## src/rtl/core/krt_pkg.sv

```systemverilog
package krt_pkg;

  // operation codes carried in mode
  typedef enum logic [2:0] {
    MODE_INSERT    = 3'd0,
    MODE_LOOKUP    = 3'd1,
    MODE_REMOVE    = 3'd2,
    MODE_MAX       = 3'd3,
    MODE_MIN       = 3'd4,
    MODE_LIST_FLAG = 3'd5,
    MODE_LIST_ALL  = 3'd6,
    MODE_CLEAR     = 3'd7
  } mode_t;

  // result status codes
  typedef enum logic [2:0] {
    ST_OK       = 3'd0,
    ST_DUP      = 3'd1,
    ST_NOTFOUND = 3'd2,
    ST_EMPTY    = 3'd3,
    ST_FULL     = 3'd4
  } status_t;

  localparam logic [3:0] SCORE_MAX = 4'd10;

  // one stored record
  typedef struct packed {
    logic [31:0] key;
    logic [3:0]  score;
    logic        flag;
  } rec_t;

  // one result beat
  typedef struct packed {
    status_t status;
    rec_t    rec;
    logic    last;
  } res_t;

  function automatic res_t make_res(status_t st, rec_t rec, logic last);
    res_t r;
    r.status = st;
    r.rec    = rec;
    r.last   = last;
    return r;
  endfunction

endpackage

```

## src/rtl/core/krt_req_if.sv

```systemverilog
interface krt_req_if;
  logic               valid;
  logic               ready;
  logic [2:0]         mode;
  logic signed [31:0] key_id;
  logic [3:0]         score_in;
  logic               flag_in;

  modport source (output valid, mode, key_id, score_in, flag_in, input ready);
  modport sink (input valid, mode, key_id, score_in, flag_in, output ready);
endinterface

```

## src/rtl/core/krt_rsp_if.sv

```systemverilog
interface krt_rsp_if;
  logic               valid;
  logic               ready;
  logic [2:0]         status;
  logic signed [31:0] rec_id;
  logic [3:0]         rec_score;
  logic               rec_flag;
  logic               last;

  modport source (output valid, status, rec_id, rec_score, rec_flag, last, input ready);
  modport sink (input valid, status, rec_id, rec_score, rec_flag, last, output ready);
endinterface

```

## src/rtl/core/krt_mem.sv

```systemverilog
module krt_mem #(
  parameter int ENTRIES = 16
) (
  input  logic                                 clk,
  input  logic                                 wr_en,
  input  logic [((ENTRIES > 1) ? $clog2(ENTRIES) : 1)-1:0] wr_addr,
  input  krt_pkg::rec_t                        wr_data,
  input  logic                                 rd_en,
  input  logic [((ENTRIES > 1) ? $clog2(ENTRIES) : 1)-1:0] rd_addr,
  output krt_pkg::rec_t                        rd_data
);

  krt_pkg::rec_t mem [ENTRIES];

  // one write port, one registered read port
  always_ff @(posedge clk) begin
    if (wr_en) begin
      mem[wr_addr] <= wr_data;
    end
    if (rd_en) begin
      rd_data <= mem[rd_addr];
    end
  end

endmodule

```

## src/rtl/core/krt_ctrl.sv

```systemverilog
module krt_ctrl #(
  parameter int ENTRIES = 16
) (
  input  logic                                 clk,
  input  logic                                 rst,
  krt_req_if.sink                              req,
  krt_rsp_if.source                            rsp,
  output logic                                 mem_wr_en,
  output logic [((ENTRIES > 1) ? $clog2(ENTRIES) : 1)-1:0] mem_wr_addr,
  output krt_pkg::rec_t                        mem_wr_data,
  output logic                                 mem_rd_en,
  output logic [((ENTRIES > 1) ? $clog2(ENTRIES) : 1)-1:0] mem_rd_addr,
  input  krt_pkg::rec_t                        mem_rd_data
);

  localparam int AW = (ENTRIES > 1) ? $clog2(ENTRIES) : 1;
  localparam int CW = $clog2(ENTRIES + 1);
  localparam logic [CW-1:0] FULL_COUNT = CW'(ENTRIES);

  typedef enum logic [2:0] {
    S_IDLE,
    S_SCAN,
    S_DONE,
    S_SEND,
    S_SHIFT
  } state_t;

  state_t               state;
  krt_pkg::mode_t       mode_r;
  logic [31:0]          key_r;
  logic [3:0]           score_r;
  logic                 flag_r;
  logic [CW-1:0]        count;
  logic [CW-1:0]        rd_idx;
  logic                 dv;
  logic [AW-1:0]        dv_idx;
  logic [AW-1:0]        hit_idx;
  krt_pkg::rec_t        best;
  krt_pkg::rec_t        held;
  logic                 have_held;
  krt_pkg::res_t        pend;
  logic                 out_valid;
  krt_pkg::res_t        out_res;

  logic                 out_free;
  logic                 last_data;
  logic                 key_hit;
  logic                 is_list;
  logic                 is_keyed;
  logic                 list_match;
  logic                 stall;
  logic                 stop;
  logic                 issue;
  logic                 load_out;
  logic                 better;
  krt_pkg::rec_t        best_next;
  krt_pkg::rec_t        ins_rec;
  logic                 shift_wr;
  logic                 ins_wr;
  logic [CW-1:0]        hit_next;

  // scan bookkeeping
  always_comb begin
    out_free   = !out_valid || rsp.ready;
    last_data  = dv && ((CW'(dv_idx) + CW'(1)) == count);
    key_hit    = dv && (mem_rd_data.key == key_r);
    is_list    = (mode_r == krt_pkg::MODE_LIST_FLAG) || (mode_r == krt_pkg::MODE_LIST_ALL);
    is_keyed   = (mode_r == krt_pkg::MODE_INSERT) || (mode_r == krt_pkg::MODE_LOOKUP) ||
                 (mode_r == krt_pkg::MODE_REMOVE);
    list_match = dv && ((mode_r == krt_pkg::MODE_LIST_ALL) || mem_rd_data.flag);
    stall      = (state == S_SCAN) && is_list && list_match && have_held && !out_free;
    stop       = (state == S_SCAN) && is_keyed && key_hit;
    issue      = (((state == S_SCAN) && !stall && !stop) || (state == S_SHIFT)) &&
                 (rd_idx < count);
    load_out   = ((state == S_SCAN) && is_list && list_match && !stall && have_held) ||
                 ((state == S_SEND) && out_free);
    hit_next   = CW'(hit_idx) + CW'(1);
  end

  // running extreme, earliest entry wins ties
  always_comb begin
    if (mode_r == krt_pkg::MODE_MAX) begin
      better = mem_rd_data.score > best.score;
    end else begin
      better = mem_rd_data.score < best.score;
    end
    if ((dv_idx == '0) || better) begin
      best_next = mem_rd_data;
    end else begin
      best_next = best;
    end
  end

  // memory port drive: reads during scan and shift, writes on shift and append
  always_comb begin
    ins_rec.key   = key_r;
    ins_rec.score = score_r;
    ins_rec.flag  = flag_r;
    shift_wr      = (state == S_SHIFT) && dv;
    ins_wr        = (state == S_DONE) && (count != FULL_COUNT);
    mem_rd_en     = issue;
    mem_rd_addr   = rd_idx[AW-1:0];
    mem_wr_en     = shift_wr || ins_wr;
    if (shift_wr) begin
      mem_wr_addr = dv_idx - AW'(1);
      mem_wr_data = mem_rd_data;
    end else begin
      mem_wr_addr = count[AW-1:0];
      mem_wr_data = ins_rec;
    end
  end

  // handshake and payload outputs
  assign req.ready     = (state == S_IDLE);
  assign rsp.valid     = out_valid;
  assign rsp.status    = out_res.status;
  assign rsp.rec_id    = out_res.rec.key;
  assign rsp.rec_score = out_res.rec.score;
  assign rsp.rec_flag  = out_res.rec.flag;
  assign rsp.last      = out_res.last;

  // sequencer, read pipeline and output register
  always_ff @(posedge clk) begin
    if (rst) begin
      state     <= S_IDLE;
      count     <= '0;
      rd_idx    <= '0;
      dv        <= 1'b0;
      have_held <= 1'b0;
      out_valid <= 1'b0;
    end else begin
      // output register: load a new beat or retire the taken one
      if (load_out) begin
        out_valid <= 1'b1;
      end else if (rsp.ready) begin
        out_valid <= 1'b0;
      end

      if (issue) begin
        dv     <= 1'b1;
        dv_idx <= rd_idx[AW-1:0];
        rd_idx <= rd_idx + CW'(1);
      end else if (!stall) begin
        dv <= 1'b0;
      end

      unique case (state)
        S_IDLE: begin
          if (req.valid) begin
            mode_r    <= krt_pkg::mode_t'(req.mode);
            key_r     <= req.key_id;
            score_r   <= (req.score_in > krt_pkg::SCORE_MAX) ? krt_pkg::SCORE_MAX
                                                             : req.score_in;
            flag_r    <= req.flag_in;
            have_held <= 1'b0;
            rd_idx    <= '0;
            if (krt_pkg::mode_t'(req.mode) == krt_pkg::MODE_CLEAR) begin
              count <= '0;
              pend  <= krt_pkg::make_res(krt_pkg::ST_OK, '0, 1'b1);
              state <= S_SEND;
            end else if (krt_pkg::mode_t'(req.mode) == krt_pkg::MODE_INSERT) begin
              state <= (count == '0) ? S_DONE : S_SCAN;
            end else if (count == '0) begin
              pend  <= krt_pkg::make_res(krt_pkg::ST_EMPTY, '0, 1'b1);
              state <= S_SEND;
            end else begin
              state <= S_SCAN;
            end
          end
        end

        S_SCAN: begin
          unique case (mode_r)
            krt_pkg::MODE_INSERT: begin
              if (key_hit) begin
                pend  <= krt_pkg::make_res(krt_pkg::ST_DUP, '0, 1'b1);
                state <= S_SEND;
              end else if (last_data) begin
                state <= S_DONE;
              end
            end
            krt_pkg::MODE_LOOKUP, krt_pkg::MODE_REMOVE: begin
              if (key_hit) begin
                pend    <= krt_pkg::make_res(krt_pkg::ST_OK, mem_rd_data, 1'b1);
                hit_idx <= dv_idx;
                state   <= S_SEND;
              end else if (last_data) begin
                pend  <= krt_pkg::make_res(krt_pkg::ST_NOTFOUND, '0, 1'b1);
                state <= S_SEND;
              end
            end
            krt_pkg::MODE_MAX, krt_pkg::MODE_MIN: begin
              if (dv) begin
                best <= best_next;
              end
              if (last_data) begin
                pend  <= krt_pkg::make_res(krt_pkg::ST_OK, best_next, 1'b1);
                state <= S_SEND;
              end
            end
            krt_pkg::MODE_LIST_FLAG, krt_pkg::MODE_LIST_ALL: begin
              // hold one match back so the final beat can carry last
              if (list_match && !stall) begin
                if (have_held) begin
                  out_res <= krt_pkg::make_res(krt_pkg::ST_OK, held, 1'b0);
                end
                held      <= mem_rd_data;
                have_held <= 1'b1;
              end
              if (last_data && !stall) begin
                if (list_match) begin
                  pend <= krt_pkg::make_res(krt_pkg::ST_OK, mem_rd_data, 1'b1);
                end else if (have_held) begin
                  pend <= krt_pkg::make_res(krt_pkg::ST_OK, held, 1'b1);
                end else begin
                  pend <= krt_pkg::make_res(krt_pkg::ST_NOTFOUND, '0, 1'b1);
                end
                state <= S_SEND;
              end
            end
            krt_pkg::MODE_CLEAR: begin
              state <= S_IDLE;
            end
          endcase
        end

        S_DONE: begin
          // append after a clean duplicate scan or on an empty table, or report full
          if (count == FULL_COUNT) begin
            pend <= krt_pkg::make_res(krt_pkg::ST_FULL, '0, 1'b1);
          end else begin
            pend  <= krt_pkg::make_res(krt_pkg::ST_OK, ins_rec, 1'b1);
            count <= count + CW'(1);
          end
          state <= S_SEND;
        end

        S_SEND: begin
          if (out_free) begin
            out_res <= pend;
            if ((mode_r == krt_pkg::MODE_REMOVE) && (pend.status == krt_pkg::ST_OK)) begin
              if (hit_next == count) begin
                count <= count - CW'(1);
                state <= S_IDLE;
              end else begin
                rd_idx <= hit_next;
                state  <= S_SHIFT;
              end
            end else begin
              state <= S_IDLE;
            end
          end
        end

        S_SHIFT: begin
          // move later entries down one slot, one per cycle
          if (last_data) begin
            count <= count - CW'(1);
            state <= S_IDLE;
          end
        end

        default: begin
          state <= S_IDLE;
        end
      endcase
    end
  end

endmodule

```

## src/rtl/core/keyed_record_table.sv

```systemverilog
// Ordered key table of up to ENTRIES records (key, score 0..10, flag) kept in
// insertion order in one single-port-read, single-port-write memory. One
// request beat on req carries an operation; the answer comes back on rsp as
// one beat, or for the list modes one beat per matching record with last on
// the final one. Requests are taken one at a time: req.ready is high only
// between operations. The memory is walked one entry per cycle while no list
// result beat is held up on rsp.ready, and a keyed search stops at the hit; a
// remove then shifts the later entries down one slot each. Clear, and every
// operation but insert on an empty table, answer without walking the memory,
// an insert on an empty table appends without a scan, and every result beat
// also waits on rsp.ready.
// Stored records are not cleared at reset; only the entry count is.
module keyed_record_table #(
  parameter int ENTRIES = 16
) (
  input logic       clk,
  input logic       rst,
  krt_req_if.sink   req,
  krt_rsp_if.source rsp
);

  localparam int AW = (ENTRIES > 1) ? $clog2(ENTRIES) : 1;

  logic          mem_wr_en;
  logic [AW-1:0] mem_wr_addr;
  krt_pkg::rec_t mem_wr_data;
  logic          mem_rd_en;
  logic [AW-1:0] mem_rd_addr;
  krt_pkg::rec_t mem_rd_data;

  // record store
  krt_mem #(
    .ENTRIES (ENTRIES)
  ) u_mem (
    .clk     (clk),
    .wr_en   (mem_wr_en),
    .wr_addr (mem_wr_addr),
    .wr_data (mem_wr_data),
    .rd_en   (mem_rd_en),
    .rd_addr (mem_rd_addr),
    .rd_data (mem_rd_data)
  );

  // operation sequencer
  krt_ctrl #(
    .ENTRIES (ENTRIES)
  ) u_ctrl (
    .clk         (clk),
    .rst         (rst),
    .req         (req),
    .rsp         (rsp),
    .mem_wr_en   (mem_wr_en),
    .mem_wr_addr (mem_wr_addr),
    .mem_wr_data (mem_wr_data),
    .mem_rd_en   (mem_rd_en),
    .mem_rd_addr (mem_rd_addr),
    .mem_rd_data (mem_rd_data)
  );

endmodule

```

## src/flat_wrapper.sv

```systemverilog
// flat-port wrapper written by rule: the top's interface ports become plain ports
module keyed_record_table_flat 
#(
  parameter int ENTRIES = 16
)
  (clk, rst, req_valid, req_mode, req_key_id, req_score_in, req_flag_in, req_ready, rsp_valid, rsp_status, rsp_rec_id, rsp_rec_score, rsp_rec_flag, rsp_last, rsp_ready);
  krt_req_if req_i ();
  krt_rsp_if rsp_i ();
  input logic clk;
  input logic rst;
  input wire logic [$bits(req_i.valid)-1:0] req_valid;
  input wire logic [$bits(req_i.mode)-1:0] req_mode;
  input wire logic [$bits(req_i.key_id)-1:0] req_key_id;
  input wire logic [$bits(req_i.score_in)-1:0] req_score_in;
  input wire logic [$bits(req_i.flag_in)-1:0] req_flag_in;
  output wire logic [$bits(req_i.ready)-1:0] req_ready;
  output wire logic [$bits(rsp_i.valid)-1:0] rsp_valid;
  output wire logic [$bits(rsp_i.status)-1:0] rsp_status;
  output wire logic [$bits(rsp_i.rec_id)-1:0] rsp_rec_id;
  output wire logic [$bits(rsp_i.rec_score)-1:0] rsp_rec_score;
  output wire logic [$bits(rsp_i.rec_flag)-1:0] rsp_rec_flag;
  output wire logic [$bits(rsp_i.last)-1:0] rsp_last;
  input wire logic [$bits(rsp_i.ready)-1:0] rsp_ready;
  assign req_i.valid = req_valid;
  assign req_i.mode = req_mode;
  assign req_i.key_id = req_key_id;
  assign req_i.score_in = req_score_in;
  assign req_i.flag_in = req_flag_in;
  assign req_ready = req_i.ready;
  assign rsp_valid = rsp_i.valid;
  assign rsp_status = rsp_i.status;
  assign rsp_rec_id = rsp_i.rec_id;
  assign rsp_rec_score = rsp_i.rec_score;
  assign rsp_rec_flag = rsp_i.rec_flag;
  assign rsp_last = rsp_i.last;
  assign rsp_i.ready = rsp_ready;
  keyed_record_table #(.ENTRIES(ENTRIES)) u_core (.clk(clk), .rst(rst), .req(req_i), .rsp(rsp_i));
endmodule
```

## config.mk

```make
export PLATFORM = sky130hd
export DESIGN_NAME = keyed_record_table_flat
export DESIGN_NICKNAME = d
export VERILOG_FILES = /design/src/rtl/core/krt_pkg.sv /design/src/rtl/core/krt_req_if.sv /design/src/rtl/core/krt_rsp_if.sv /design/src/rtl/core/krt_mem.sv /design/src/rtl/core/krt_ctrl.sv /design/src/rtl/core/keyed_record_table.sv /design/src/flat_wrapper.sv
export SDC_FILE = /design/constraint.sdc
export NUM_CORES = 1
export LEC_CHECK = 0
export BUFFER_PORTS_ARGS = -buffer_cell sky130_fd_sc_hd__buf_2
export CAP_MARGIN = 20
export CORE_MARGIN = 2
export CORE_UTILIZATION = 30
export CTS_BUF_LIST = sky130_fd_sc_hd__clkbuf_16
export CTS_CLUSTER_DIAMETER = 60
export DETAILED_ROUTE_END_ITERATION = 10
export PLACE_DENSITY_LB_ADDON = 0.1
export SETUP_SLACK_MARGIN = 0.15
export SLEW_MARGIN = 20
export SYNTH_ARGS = -nofsm -noshare
export SYNTH_HDL_FRONTEND = slang
export SYNTH_HIERARCHICAL = 1
export SYNTH_SLANG_ARGS = --single-unit
```

## constraint.sdc

```tcl
create_clock -name clk -period 19.57 [get_ports clk]
set_input_delay 0 -clock clk [delete_from_list [all_inputs] [get_ports clk]]
set_output_delay 0 -clock clk [all_outputs]
set_load 0.005 [all_outputs]
```

==> reports/results.ini, run 1 <==
[status]
outcome = complete, no violations

[logic_synthesis]
synth_top_area_share_pct = 73.9
synth_top_cell_by_area = edfxtp_1
netlist_area_um2 = 33800
synth_commonest_cells = edfxtp_1 (832), nand2_1 (253), mux4_2 (148)
synth.most_common_cell = edfxtp_1
synthDistinctLibCells = 62
postSynthAreaPerCell_um2 = 18.5
seq_area_frac_synth_pct = 74.9
synth_ff_type = edfxtp_1
synth_fp_nets = 1892
ys_async_sr_fraction_pct = 0
ys_top_cells_by_area = edfxtp_1 (74%), mux4_2 (9.9%), nand2_1 (2.8%), mux2_2 (2.4%), a22oi_1 (1.6%)
synth_cells = 1832
ys_ff_latch = 848
ys_warn_count = 6
synth-edff-count = 832

[timing]
worst_slew_pin_slew_ns = 1.02
min_period_ns = 4.42
finalSetupViolations = 0
period_share_pct = 22.6
max_freq_mhz = 226
setup_ws_ns = 15.15
rsz0062_at_grt = false
slew_viol_final = 0
maxSlewHeadroom_pct = 31.4
hold_viol_final = 0
finalSetupTns_ns = 0
fin_worst_skew_ns = 0.0256

[worst_setup_path]
path_delay_family = simple AND/OR/NAND/NOR gates
cp_max_fo = 47
required_ns = 19.87
endpoint_kind = flop
cp_cell_sequence = nor2_1, and3_2, buf_4, nor2_1, a21oi_1, nand2b_1, nor2_4, buf_4
arrival_ns = 4.72
critPathKind = reg2reg
startpoint_type = flop
worst-path-buf-inv = 2
cp_slowest_cell = nor2_4
slowest_delay_ns = 0.83

[floorplan]
rows = 123
start_util_pct = 30.1
die-height_um = 340
pin_count = 87
die_area_um2 = 115000
die_w_um = 340
coreArea_um2 = 112000

[power]
power_mw = 4.44
p_leak_nw = 12.7
power.density_nw_per_um2 = 111
vdd_drop_max_uv = 56.4

[clocking]
cts.htree.levels = 3
clk_pin_slew_ns = 0.05
cts-buffers-inserted = 102
tritoncts = done
cts_max_path_buffers = 3
cts-hold-fix-buffers = 54
clock-sinks = 848
post_cts_resized = 0
cts_setup_buffers = 0
clock_latency_ns = 0.67
cts.root.buffer_cell = clkbuf_16

[route]
drc_errors = 0
wirelength_mm = 98.0
drtIter0Drc = 1459
postRouteAntennaNets = 0
post_drt_via_cell_ratio = 5.04
met3WireLength_mm = 5.04
wl_per_cell_um = 27.2
wl_met2_mm = 45.6
wl_met1_mm = 44.5
dr.max_layer_used = met4
num_vias = 18200
first_pass_iters = 6

[place]
numPortBuffers = 86
place_inst = 3364
place_congestion = 0.783
dpl_worst_slack_ns = 15.18
hpwl_mm = 54.1

[cells_and_area]
nets = 2082
n_antenna_cell = 0
drive_above_1_share_pct = 25.8
final_cell_count_no_fill = 3606
syn_to_final_growth_pct = 18.1
final_util_pct = 35.6

[flow_run]
maxCapViolCount = 0

[grt]
grt_pass1_wl_mm = 140
grt_max_degree = 115
antenna_found_initial = 5
grt_pass1_vias = 18800
overflow = 0
grtUsageTotal_pct = 16.9

[min_path]
hp-class = in2reg

## power breakdown
group	switching (mW)	leakage (nW)	internal (mW)	total (mW)
clock	0.754	1.60	1.03	1.79
combinational	0.309	3.48	0.164	0.473
sequential	0.0470	7.66	2.13	2.18
## worst paths after layout
kind | from | to | slack (ns) | depth (start not counted)
worst min-delay path | req_key_id[31] | u_core/u_ctrl/key_r[31] | 0.06 | 2
worst min register to register | u_core/u_ctrl/pend[33] | u_core/u_ctrl/rsp.rec_id[27] | 0.51 | 2
worst max register to register | u_core/u_ctrl/state[1] | u_core/u_mem/mem[5][29] | 15.15 | 8
worst max-delay path | u_core/u_ctrl/state[1] | u_core/u_mem/mem[5][29] | 15.15 | 8
## worst reg2reg max path: stages, from the launching register on
cell and delay [ns]:
dfxtp_1 0.39, nor2_1 0.29, and3_2 0.22, buf_4 0.68
nor2_1 0.10, a21oi_1 0.58, nand2b_1 0.40, nor2_4 0.83
buf_4 0.55
## cell type report
type	count	area, um2
clock buffer	103	2580
inverter	19	71.3
fill	10500	72300
timing repair buffer	182	1310
clock inverter	85	607
sequential	848	25300
multi-input combinational	869	8160
tap	1500	1880
## flip-flops by register name, indices dropped and copies added (netlist names), 3 cells and up
name                         cells
u_core/u_mem/rd_data            37
u_core/u_ctrl/dv_idx             4
u_core/u_mem/mem               592
u_core/u_ctrl/best              37
u_core/u_ctrl/rsp.status         3
u_core/u_ctrl/score_r            4
u_core/u_ctrl/rd_idx             5
u_core/u_ctrl/held              37
u_core/u_ctrl/hit_idx            4
u_core/u_ctrl/key_r             32
u_core/u_ctrl/state              3
u_core/u_ctrl/rsp.rec_id        32
u_core/u_ctrl/count              5
u_core/u_ctrl/mode_r             3
u_core/u_ctrl/rsp.rec_score      4
u_core/u_ctrl/pend              40
## layout by cell type (no fill, tap or decap), types with 12 or more instances in the layout
cell type,n
inv_1,32
xnor2_1,37
o21ai_0,12
nor2_1,26
a22oi_1,74
clkinv_2,15
mux2_2,73
a222oi_1,37
clkbuf_16,103
ha_1,15
buf_4,39
dlygate4sd3_1,54
dfxtp_1,14
nand3_1,18
nor2_4,16
edfxtp_1,832
nand2b_1,12
clkinv_1,24
a21oi_1,21
nand2_1,252
buf_2,87
mux4_2,148
## stage by stage
step           hold slack (ns)  cell area (um2)
4_1_cts                0.00362            39900
6_report                0.0551            39900
2_1_floorplan           0.0989            33800
5_1_grt                 0.0380            39900
3_3_place_gp             0.179            36200
3_5_place_dp             0.182            36200
## kinds of logic after synthesis
kind of cell	after synthesis	share of synthesized area, %
DFF	848	74.9
and+or+nand+nor	394	5.05
muxes	224	12.4
AOI/OAI and AO/OA	189	4.30
buffers and inverters	115	1.60
xor gates and xnor gates	46	1.19
adders and majority gates	16	0.614
## layer usage
layer	vias to the layer above	track usage, %
li1	7773	-
met1	9734	23.6
met2	526	26.6
met3	151	3.04
met4	0	5.83
met5	-	0
No activity file was read; power rests on OpenSTA's default activity.
==> run 2: changes to the inputs <==
Clock period 19.57 ns to 3.89 ns, I/O delays scaled along.
==> run 2 against run 1 <==
Routed wire length up 3.1%. Clock power rose to 5.0 times the previous value. Maximum frequency up 32%. Via count up 0.62%. Clock-buffer cell count down 1. Flip-flop and latch count unchanged. First-iteration DRC count up 34%. Critical endpoint is now u_core/u_mem/mem[7][21].
==> reports/results.ini, run 2 (synthesized netlist as in run 1, its figures left out) <==
[status]
outcome = complete, no violations

[route]
wirelength_mm = 101  ; +3.1%
first_pass_iters = 8  ; +2
dr.max_layer_used = met5
wl_met2_mm = 47.0  ; +3.1%
num_vias = 18300  ; +0.62%
met3WireLength_mm = 5.70  ; +13%
wl_per_cell_um = 27.9  ; +2.6%
drtIter0Drc = 1957  ; +34%
drc_errors = 0  ; unchanged
wl_met1_mm = 46.0  ; +3.3%
post_drt_via_cell_ratio = 5.05  ; +0.20%
postRouteAntennaNets = 0  ; unchanged

[cells_and_area]
finalInstanceArea_um2 = 40300  ; +0.92%
syn_to_final_growth_pct = 19.2
nets = 2099  ; +0.82%
final_util_pct = 35.9  ; +0.33 points
largest_reg_flops = 592  ; unchanged
multi_input_area_um2 = 8210  ; +0.55%
n_antenna_cell = 0  ; unchanged
reg_top3 = u_core/u_mem/mem: 592 flops, u_core/u_ctrl/pend: 40 flops
largest-register = u_core/u_mem/mem
drive_above_1_share_pct = 26.3  ; +0.52 points
final_cell_count_no_fill = 3621  ; +0.42%
seqCellArea_um2 = 25300  ; unchanged
fill_cells = 10500  ; -0.17%
final_cell_mix = edfxtp_1 (832), nand2_1 (252), mux4_2 (148), clkbuf_16 (102), buf_2 (86)
mostFrequentLayoutCell = edfxtp_1

[worst_setup_path]
cp_slowest_cell = nor2_4
reg2reg_slack_ns = 0.53  ; -14.62 ns
critPathKind = reg2reg
cp.depth = 8  ; unchanged
startpoint_type = flop
worst-path-buf-inv = 2  ; unchanged
cp_max_fo = 17  ; -64%
ff2ff_path_depth = 8  ; unchanged
slowest_delay_ns = 0.67  ; -0.16 ns
crit_top_cell = nor2_1
rr_endpoint = u_core/u_mem/mem[7][21]
required_ns = 4.26  ; -15.61 ns
cp-startpoint = u_core/u_ctrl/state[1]
arrival_ns = 3.73  ; -0.99 ns
timing.rr.start = u_core/u_ctrl/state[1]
path_delay_family = simple AND/OR/NAND/NOR gates
worstSetupEndpoint = u_core/u_mem/mem[7][21]
endpoint_kind = flop
cp_cell_sequence = nor2_1, and3_2, buf_4, nor2_1, a21oi_1, nand2_1, nor2_4, buf_12

[clocking]
clock_latency_ns = 0.68  ; about the same
clk_pin_slew_ns = 0.06  ; about the same
cts-buffers-inserted = 101  ; -0.98%
cts_setup_buffers = 0  ; unchanged
cts.htree.levels = 3  ; unchanged
tritoncts = done
cts_max_path_buffers = 3  ; unchanged
clock-sinks = 848  ; unchanged
cts.root.buffer_cell = clkbuf_16

[grt]
grtUsageTotal_pct = 17.4  ; +0.50 points
overflow = 0  ; unchanged
antenna_found_initial = 8  ; +3
grt_pass1_vias = 19000  ; +1.3%
grt_pass1_wl_mm = 143  ; +2.2%
grt_max_degree = 80  ; -30%

[floorplan]
coreArea_um2 = 112000  ; unchanged
die_area_um2 = 115000  ; unchanged
rows = 123  ; unchanged
die_w_um = 340  ; unchanged
pin_count = 87  ; unchanged
start_util_pct = 30.1  ; unchanged
die-height_um = 340  ; unchanged

[min_path]
hp-class = in2reg

[timing]
maxSlewHeadroom_pct = 23.1  ; -8.3 points
finalSetupTns_ns = 0  ; unchanged
period_share_pct = 86.4  ; +64 points
rsz0062_at_grt = false
setup_ws_ns = 0.529  ; -14.62 ns
finalSetupViolations = 0  ; unchanged
min_period_ns = 3.36  ; -1.06 ns
holdWs_ns = 0.0541  ; -0.000956 ns
slew_viol_final = 0  ; unchanged
max_freq_mhz = 298  ; +32%
worst_slew_pin_slew_ns = 1.15  ; +0.129 ns
fin_worst_skew_ns = 0.0271  ; +0.00150 ns
hold_viol_final = 0  ; unchanged

[place]
place_congestion = 0.790  ; +0.97%
numPortBuffers = 86  ; unchanged
place_inst = 3390  ; +0.77%
placed_area_um2 = 36600  ; +1.2%
dpl_worst_slack_ns = 0.287  ; -14.90 ns
hpwl_mm = 58.8  ; +8.7%

[power]
p_leak_nw = 12.9  ; +1.3%
power.density_nw_per_um2 = 557  ; +400%
vdd_drop_max_uv = 334  ; +490%
power_mw = 22.4  ; +400%

[flow_run]
maxCapViolCount = 0  ; unchanged

==> run 2: changes by cell type in the layout (fill, tap and decap cells not counted), sizes merged <==
cell and delta:
inv +5, clkbuf -1, clkinv -3, clkinvlp -5
dlygate4sd3 -8, buf +26, bufinv +1
==> run 2: cell type report <==
cell class                 count  area share (%)
clock buffer                 102            6.34
timing repair buffer         200            4.07
sequential                   848            62.8
multi-input combinational    869            20.4
tap                         1500            4.66
clock inverter                83            1.54
inverter                      19           0.177
==> run 2: worst min-delay path by stage <==
stage / startpoint / end / slack [ns] / cells past startpoint
3_5_place_dp: req_key_id[16] / u_core/u_ctrl/key_r[16] / 0.18 / 1
2_1_floorplan: req_flag_in / u_core/u_ctrl/flag_r / 0.1 / 0
3_3_place_gp: req_key_id[16] / u_core/u_ctrl/key_r[16] / 0.19 / 1
6_report: req_key_id[0] / u_core/u_ctrl/key_r[0] / 0.05 / 2
4_1_cts: req_key_id[25] / u_core/u_ctrl/key_r[25] / 0.02 / 2
5_1_grt: req_key_id[28] / u_core/u_ctrl/key_r[28] / 0.04 / 2
==> run 2: routing by layer <==
metal  GRT usage (%)  up-vias
met5               0        -
met4            4.96        4
met3            3.09      132
met2            27.7      576
met1            24.5     9772
li1                -     7813
==> run 2: power breakdown <==
group          switching, mW  internal, mW  leakage (nW)
Sequential             0.209          10.7          7.66
Combinational           1.64         0.861          3.63
Clock                   3.77          5.22          1.62
==> run 2: what timing repair did <==
item | CTS | global route
endpoints found under the hold margin | 56 | 0
hold buffers | 46 | 0
gates resized for setup | 0 | 1
setup endpoints to repair | 0 | 1
